==> src/pwsa_pkg.sv <==
// ----------------------------------------------------------------------------
// pwsa_pkg: shared types and codes of the page window slot allocator
// Request codes, status codes and the result bundle passed from the
// sequencer to the output stage.
// ----------------------------------------------------------------------------
package pwsa_pkg;

    localparam int SLOT_COUNT_DEF = 256;
    localparam int PAGE_SHIFT_DEF = 12;

    localparam int ADDR_W = 32;
    localparam int REF_W  = 32;
    localparam int IDX_OUT_W = 8;

    localparam logic [1:0] FUNC_MAP       = 2'd0;
    localparam logic [1:0] FUNC_UNMAP_REF = 2'd1;
    localparam logic [1:0] FUNC_UNMAP_VA  = 2'd2;

    localparam logic [1:0] STAT_OK       = 2'd0;
    localparam logic [1:0] STAT_FULL     = 2'd1;
    localparam logic [1:0] STAT_NOTFOUND = 2'd2;
    localparam logic [1:0] STAT_BADARG   = 2'd3;

    typedef struct packed {
        logic [ADDR_W-1:0]    mapped_addr;
        logic [IDX_OUT_W-1:0] slot_index;
        logic [1:0]           status;
    } result_t;

endpackage

==> src/pwsa_ctrl.sv <==
// ----------------------------------------------------------------------------
// pwsa_ctrl: request sequencer
// Clears the slot table after reset, then walks it one slot per cycle
// through a single compare unit for map and unmap-by-reference, or reads
// one slot for unmap-by-address. Keeps the free count and first-free hint.
// ----------------------------------------------------------------------------
module pwsa_ctrl #(
    parameter int SLOT_COUNT = pwsa_pkg::SLOT_COUNT_DEF,
    parameter int PAGE_SHIFT = pwsa_pkg::PAGE_SHIFT_DEF
) (
    input  logic                                 clk,
    input  logic                                 rst_n,
    input  logic                                 in_valid,
    output logic                                 in_ready,
    input  logic [1:0]                           in_func,
    input  logic [pwsa_pkg::REF_W-1:0]           in_page_ref,
    input  logic [pwsa_pkg::ADDR_W-1:0]          in_virt_addr,
    input  logic [pwsa_pkg::ADDR_W-1:0]          window_base,
    output logic                                 ram_we,
    output logic [$clog2(SLOT_COUNT)-1:0]        ram_waddr,
    output logic [pwsa_pkg::REF_W-1:0]           ram_wdata,
    output logic                                 ram_re,
    output logic [$clog2(SLOT_COUNT)-1:0]        ram_raddr,
    input  logic [pwsa_pkg::REF_W-1:0]           ram_rdata,
    output logic                                 res_valid,
    input  logic                                 res_ready,
    output pwsa_pkg::result_t                    res
);
    import pwsa_pkg::*;

    localparam int IDX_W = $clog2(SLOT_COUNT);
    localparam int FC_W  = $clog2(SLOT_COUNT + 1);
    localparam logic [IDX_W-1:0] LAST_IDX  = IDX_W'(SLOT_COUNT - 1);
    localparam logic [FC_W-1:0]  FULL_FREE = FC_W'(SLOT_COUNT);

    typedef enum logic [5:0] {
        ST_CLEAR    = 6'b000001,
        ST_IDLE     = 6'b000010,
        ST_DISPATCH = 6'b000100,
        ST_SCAN     = 6'b001000,
        ST_ADDR_CHK = 6'b010000,
        ST_RESP     = 6'b100000
    } state_t;

    state_t            state_reg, state_next;
    logic [IDX_W-1:0]  ptr_reg, ptr_next;
    logic              cmp_vld_reg, cmp_vld_next;
    logic [IDX_W-1:0]  cmp_idx_reg, cmp_idx_next;
    logic [1:0]        func_reg, func_next;
    logic [REF_W-1:0]  ref_reg, ref_next;
    logic [ADDR_W-1:0] va_reg, va_next;
    logic [FC_W-1:0]   free_cnt_reg, free_cnt_next;
    logic [IDX_W-1:0]  hint_reg, hint_next;
    logic [IDX_W-1:0]  res_idx_reg, res_idx_next;
    logic [1:0]        res_status_reg, res_status_next;
    logic              res_addr_ok_reg, res_addr_ok_next;

    logic [REF_W-1:0]  key;
    logic              is_map;
    logic              hit;
    logic [ADDR_W:0]   va_diff;
    logic [ADDR_W-1:0] va_page;
    logic              va_outside;
    logic [ADDR_W-1:0] res_idx_ext;

    assign is_map  = (func_reg == FUNC_MAP);
    assign key     = is_map ? '0 : ref_reg;
    assign hit     = (ram_rdata == key);

    // borrow out of the subtract flags an address below the window
    assign va_diff    = {1'b0, va_reg} - {1'b0, window_base};
    assign va_page    = va_diff[ADDR_W-1:0] >> PAGE_SHIFT;
    assign va_outside = va_diff[ADDR_W] || (va_page >= ADDR_W'(SLOT_COUNT));

    always_comb
    begin
        state_next       = state_reg;
        ptr_next         = ptr_reg;
        cmp_vld_next     = cmp_vld_reg;
        cmp_idx_next     = cmp_idx_reg;
        func_next        = func_reg;
        ref_next         = ref_reg;
        va_next          = va_reg;
        free_cnt_next    = free_cnt_reg;
        hint_next        = hint_reg;
        res_idx_next     = res_idx_reg;
        res_status_next  = res_status_reg;
        res_addr_ok_next = res_addr_ok_reg;
        ram_we           = 1'b0;
        ram_waddr        = cmp_idx_reg;
        ram_wdata        = '0;
        ram_re           = 1'b0;
        ram_raddr        = ptr_reg;
        in_ready         = 1'b0;
        res_valid        = 1'b0;

        case (state_reg)
            ST_CLEAR:
            begin
                ram_we    = 1'b1;
                ram_waddr = ptr_reg;
                if (ptr_reg == LAST_IDX)
                begin
                    ptr_next   = '0;
                    state_next = ST_IDLE;
                end
                else
                begin
                    ptr_next = ptr_reg + 1'b1;
                end
            end

            ST_IDLE:
            begin
                in_ready = 1'b1;
                if (in_valid)
                begin
                    func_next  = in_func;
                    ref_next   = in_page_ref;
                    va_next    = in_virt_addr;
                    state_next = ST_DISPATCH;
                end
            end

            ST_DISPATCH:
            begin
                res_idx_next     = '0;
                res_addr_ok_next = 1'b0;
                cmp_vld_next     = 1'b0;
                state_next       = ST_RESP;
                case (func_reg)
                    FUNC_MAP:
                    begin
                        if (ref_reg == '0)
                        begin
                            res_status_next = STAT_BADARG;
                        end
                        else if (free_cnt_reg == '0)
                        begin
                            res_status_next = STAT_FULL;
                        end
                        else
                        begin
                            ptr_next   = hint_reg;
                            state_next = ST_SCAN;
                        end
                    end
                    FUNC_UNMAP_REF:
                    begin
                        if (ref_reg == '0)
                        begin
                            res_status_next = STAT_BADARG;
                        end
                        else
                        begin
                            ptr_next   = '0;
                            state_next = ST_SCAN;
                        end
                    end
                    FUNC_UNMAP_VA:
                    begin
                        if (va_outside)
                        begin
                            res_status_next = STAT_BADARG;
                        end
                        else
                        begin
                            ram_re       = 1'b1;
                            ram_raddr    = va_page[IDX_W-1:0];
                            cmp_idx_next = va_page[IDX_W-1:0];
                            state_next   = ST_ADDR_CHK;
                        end
                    end
                    default:
                    begin
                        res_status_next = STAT_BADARG;
                    end
                endcase
            end

            ST_SCAN:
            begin
                if (cmp_vld_reg && hit)
                begin
                    ram_we           = 1'b1;
                    ram_wdata        = is_map ? ref_reg : '0;
                    cmp_vld_next     = 1'b0;
                    res_idx_next     = cmp_idx_reg;
                    res_status_next  = STAT_OK;
                    res_addr_ok_next = 1'b1;
                    state_next       = ST_RESP;
                    if (is_map)
                    begin
                        free_cnt_next = free_cnt_reg - 1'b1;
                        hint_next     = cmp_idx_reg;
                    end
                    else
                    begin
                        if (free_cnt_reg < FULL_FREE)
                        begin
                            free_cnt_next = free_cnt_reg + 1'b1;
                        end
                        if (cmp_idx_reg < hint_reg)
                        begin
                            hint_next = cmp_idx_reg;
                        end
                    end
                end
                else if (cmp_vld_reg && (cmp_idx_reg == LAST_IDX))
                begin
                    cmp_vld_next     = 1'b0;
                    res_idx_next     = '0;
                    res_status_next  = is_map ? STAT_FULL : STAT_NOTFOUND;
                    res_addr_ok_next = 1'b0;
                    state_next       = ST_RESP;
                end
                else
                begin
                    ram_re       = 1'b1;
                    cmp_vld_next = 1'b1;
                    cmp_idx_next = ptr_reg;
                    ptr_next     = ptr_reg + 1'b1;
                end
            end

            ST_ADDR_CHK:
            begin
                res_idx_next     = cmp_idx_reg;
                res_addr_ok_next = 1'b1;
                state_next       = ST_RESP;
                if (ram_rdata == '0)
                begin
                    res_status_next = STAT_NOTFOUND;
                end
                else
                begin
                    ram_we          = 1'b1;
                    res_status_next = STAT_OK;
                    if (free_cnt_reg < FULL_FREE)
                    begin
                        free_cnt_next = free_cnt_reg + 1'b1;
                    end
                    if (cmp_idx_reg < hint_reg)
                    begin
                        hint_next = cmp_idx_reg;
                    end
                end
            end

            ST_RESP:
            begin
                res_valid = 1'b1;
                if (res_ready)
                begin
                    state_next = ST_IDLE;
                end
            end

            default:
            begin
                state_next = ST_IDLE;
            end
        endcase
    end

    assign res_idx_ext     = ADDR_W'(res_idx_reg);
    assign res.status      = res_status_reg;
    assign res.slot_index  = res_idx_ext[IDX_OUT_W-1:0];
    assign res.mapped_addr = res_addr_ok_reg ? (window_base + (res_idx_ext << PAGE_SHIFT))
                                             : '0;

    always_ff @(posedge clk or negedge rst_n)
    begin
        if (!rst_n)
        begin
            state_reg    <= ST_CLEAR;
            ptr_reg      <= '0;
            cmp_vld_reg  <= 1'b0;
            free_cnt_reg <= FULL_FREE;
            hint_reg     <= '0;
        end
        else
        begin
            state_reg    <= state_next;
            ptr_reg      <= ptr_next;
            cmp_vld_reg  <= cmp_vld_next;
            free_cnt_reg <= free_cnt_next;
            hint_reg     <= hint_next;
        end
    end

    always_ff @(posedge clk)
    begin
        cmp_idx_reg     <= cmp_idx_next;
        func_reg        <= func_next;
        ref_reg         <= ref_next;
        va_reg          <= va_next;
        res_idx_reg     <= res_idx_next;
        res_status_reg  <= res_status_next;
        res_addr_ok_reg <= res_addr_ok_next;
    end

    a_free_max: assert property (@(posedge clk) disable iff (!rst_n)
        free_cnt_reg <= FULL_FREE)
        else $error("free count above slot count");

    a_hint_range: assert property (@(posedge clk) disable iff (!rst_n)
        hint_reg <= LAST_IDX)
        else $error("first-free hint outside table");

    a_clear_exit: assert property (@(posedge clk) disable iff (!rst_n)
        (state_reg == ST_CLEAR) && (state_next != ST_CLEAR) |=> (state_reg == ST_IDLE))
        else $error("clear pass did not end in idle");

    a_resp_hold: assert property (@(posedge clk) disable iff (!rst_n)
        (state_reg == ST_RESP) && !res_ready |=> (state_reg == ST_RESP) && $stable(res))
        else $error("result dropped before transfer");

endmodule

==> config.mk <==
export PLATFORM = sky130hd
export DESIGN_NAME = pwsa_ctrl
export DESIGN_NICKNAME = d
export VERILOG_FILES = /design/src/pwsa_pkg.sv /design/src/pwsa_ctrl.sv
export SDC_FILE = /design/constraint.sdc
export NUM_CORES = 1
export LEC_CHECK = 0
export BUFFER_PORTS_ARGS = -buffer_cell sky130_fd_sc_hd__buf_2
export CAP_MARGIN = 20
export CORE_MARGIN = 1
export CORE_UTILIZATION = 44
export CTS_BUF_LIST = sky130_fd_sc_hd__clkbuf_4 sky130_fd_sc_hd__clkbuf_8 sky130_fd_sc_hd__clkbuf_16
export DETAILED_ROUTE_END_ITERATION = 10
export GPL_ROUTABILITY_DRIVEN = 0
export MAX_ROUTING_LAYER = met4
export PLACE_DENSITY_LB_ADDON = 0.1
export SLEW_MARGIN = 30
export SYNTH_ARGS = -nofsm -noshare
export SYNTH_HDL_FRONTEND = slang
export SYNTH_SLANG_ARGS = --single-unit
==> constraint.sdc <==
create_clock -name clk -period 3.38 [get_ports clk]
set_clock_uncertainty 0.1 [all_clocks]
set_input_delay 0.169 -clock clk [delete_from_list [all_inputs] [get_ports clk]]
set_output_delay 0.169 -clock clk [all_outputs]
set_load 0.01 [all_outputs]
==> flow_summary.toml <==
[clock_network]
cts_buffer_depth = 2
clock_latency_ns = 0.43
clk_pin_slew_ns = 0.06
cts_buffers = 17
cts_max_level = 4
clockRootBuffer = "clkbuf_16"
clock-sinks = 117
cts_tree = "built"

[floorplan]
ios = 228
fp.dieW_um = 143.1
die_h_um = 143.1
die_area_um2 = 20460
initial_core_util_pct = 44.98
rows = 51
core_um2 = 19460

[timing]
layout_min_cycle_time_ns = 3.932
worst_pin_slew_ns = 0.9032
setup_ws_ns = -0.5522
slew_headroom_pct = 39.78
hold_viol_final = 0
fmax_ghz = 0.2543
slew_violations = 0
setup_tns_ns = -5.157
setup_viol = 17
grt_setup_unrepaired = "yes"
fin_crit_sh_pct = 116.3

[synthesis]
ys_seq_elements = 117
synth_nets = 1158
ys.flop_type = "edfxtp_1"
yosysSeqAreaShare_pct = 38.33
synthArstFlopShare_pct = 27.35
syn_inst = 974
syn_avg_cell_area_um2 = 8.988
syn_area_um2 = 8755
synth_edf_count = 85
synth_cell_types = 85
yosys_warnings = 0

[route]
drc_errors = 0
viasPerCell = 5.550
wl_um = 29380
wl_per_cell_um = 17.53
dr.first_iter.drc_count = 690
num_vias = 9302
firstDrtPassIters = 5
detail-route-antenna-nets = 0

[final_layout]
layout_common_cells = "220 x buf_2, 138 x buf_4, 106 x nand2_1, 85 x edfxtp_1, 74 x inv_1"
area_growth_pct = 48.21
fin_nets = 1582
final_cell_area_um2 = 12970
regArea_um2 = 3356
fill_cells = 1562
utilization_pct = 66.67
multi_input_area_um2 = 5384
antennaDiodeCount = 0
final_layout_size_suffix_gt1_share_pct = 35.65
final_common_cell = "buf_2"

[global_route]
track_usage_pct = 30.10
grt_pass1_vias = 8736
overflow = 0
grt_pass1_wl_um = 45530
grt_max_degree = 53
antenna_found_initial = 0

[run_status]
violations = "setup timing"
status = "finished with violations"

[placement]
io_buffers = 227
pre_cts_slack_ns = -0.2177
dp_hpwl_um = 21620
place_area_um2 = 10960

[worst_setup_path]
startpoint_type = "flop"
worstPathArrival_ns = 3.66
endpoint_kind = "primary output"
max_stage_delay_ns = 0.41
required_ns = 3.11
cp_slowest_cell = "edfxtp_1"
path_class = "reg2out"
cp_cell_sequence = "ha_4 -> buf_4 -> nand4_1 -> o31ai_2 -> a31oi_4 -> nand3_2 -> a2111oi_4 -> o32ai_2 -> nor4b_4 -> and4_4 -> mux2_4 -> buf_6"
path_max_fanout = 5

[hold_path]
hold_class = "in2reg"

[pwr]
irDropWorstVdd_v = 0.0004310
total_power_mw = 7.486
p_leak_nw = 5.896
powerDensity_nw_per_um2 = 577.0

[flow_run]
max_cap_viol_count = 0
-- worst max-delay path: cells and delay by family (launching register included) --
| kind | cells | cell delay (ns) |
|---|---|---|
| compound gates | 4 | 0.86 |
| fa+ha+maj | 1 | 0.26 |
| buf+inv | 2 | 0.27 |
| flops | 1 | 0.41 |
| mux | 1 | 0.33 |
| simple gates | 4 | 1.10 |
-- Yosys cell counts, types with 6 or more instances --
| cell type | instances | share of area [%] |
|---|---|---|
| xor2_1 | 8 | 0.80 |
| a21o_1 | 12 | 1.0 |
| a21oi_1 | 56 | 3.2 |
| nor2_1 | 56 | 2.4 |
| o21bai_1 | 6 | 0.51 |
| o2111ai_1 | 8 | 0.80 |
| inv_1 | 74 | 3.2 |
| xnor2_1 | 29 | 2.9 |
| nor4_1 | 25 | 1.8 |
| clkbuf_1 | 21 | 0.90 |
| and3_1 | 35 | 2.5 |
| o21ai_0 | 55 | 3.1 |
| nor3_1 | 24 | 1.4 |
| nand4_1 | 22 | 1.6 |
| nand3_1 | 24 | 1.4 |
| mux2_2 | 11 | 1.4 |
| edfxtp_1 | 85 | 29 |
| mux2_4 | 6 | 1.0 |
| nor3b_1 | 7 | 0.60 |
| o31ai_1 | 9 | 0.77 |
| ha_1 | 49 | 7.0 |
| a31oi_1 | 11 | 0.79 |
| dfrtp_1 | 30 | 8.6 |
| nor2b_1 | 17 | 1.2 |
| o21a_1 | 7 | 0.60 |
| nand2_1 | 108 | 4.6 |
| buf_2 | 8 | 0.46 |
| nand2b_1 | 21 | 1.5 |
| and2_1 | 33 | 2.4 |
-- power by group --
group	leakage (nW)	switching, mW	internal, mW
Sequential	1.20	0.324	1.95
Clock	0.310	0.716	1.18
Combinational	4.38	1.75	1.56
-- stage by stage --
stage / std cells / hold slack (ns)
finish: 1676 / 0.1095
CTS: 1659 / 0.1060
detailed placement: 1552 / 0.1942
floorplan: 974 / -0.2266
global route: 1676 / 0.1308
global placement: 1552 / 0.1870
-- per-layer routing --
| metal | vias to the layer above | track usage (%) | part of all wire, % |
|---|---|---|---|
| li1 | 4456 | - | - |
| met1 | 4329 | 39.34 | 44 |
| met2 | 459 | 47.78 | 47 |
| met3 | 58 | 4.192 | 6.8 |
| met4 | 0 | 10.19 | 2.2 |
| met5 | - | - | 0 |
-- area by class of cell --
| type | count | area share (%) |
|---|---|---|
| flip-flops and latches | 117 | 25.86 |
| clock buffers | 23 | 4.079 |
| well taps | 265 | 2.555 |
| repair buffers | 440 | 23.20 |
| inverters | 74 | 2.141 |
| multi-input cells | 748 | 41.49 |
| clock inverters | 9 | 0.6654 |
-- logic make-up after synthesis --
logic type / share of synthesized area [%]
xor+xnor: 3.702
buf+inv: 5.402
mux: 3.016
simple gates: 25.41
flops: 38.33
compound gates: 16.91
fa+ha+maj: 7.232
-- what timing repair did --
action	4_1_cts	5_1_grt
hold buffers	68	0
pin swaps	14	14
hold endpoints to repair	98	0
resized for setup	55	35
endpoints found under the setup margin	28	55
setup buffers	6	15
cloned	1	1
-- path summary, 6_finish.rpt --
path	start	endpoint	slack, ns	depth (start not counted)
hold reg to reg	free_cnt_reg[7]	free_cnt_reg[7]	0.41	1
setup / recovery	va_reg[19]	ram_raddr[0]	-0.55	12
hold / removal	res_ready	state_reg[5]	0.11	3
setup reg to reg	va_reg[19]	cmp_idx_reg[3]	-0.05	12
max in group asynchronous	rst_n	cmp_vld_reg	2.42	2
min in group asynchronous	rst_n	hint_reg[2]	0.26	2
No activity file was read; power rests on OpenSTA's default activity.
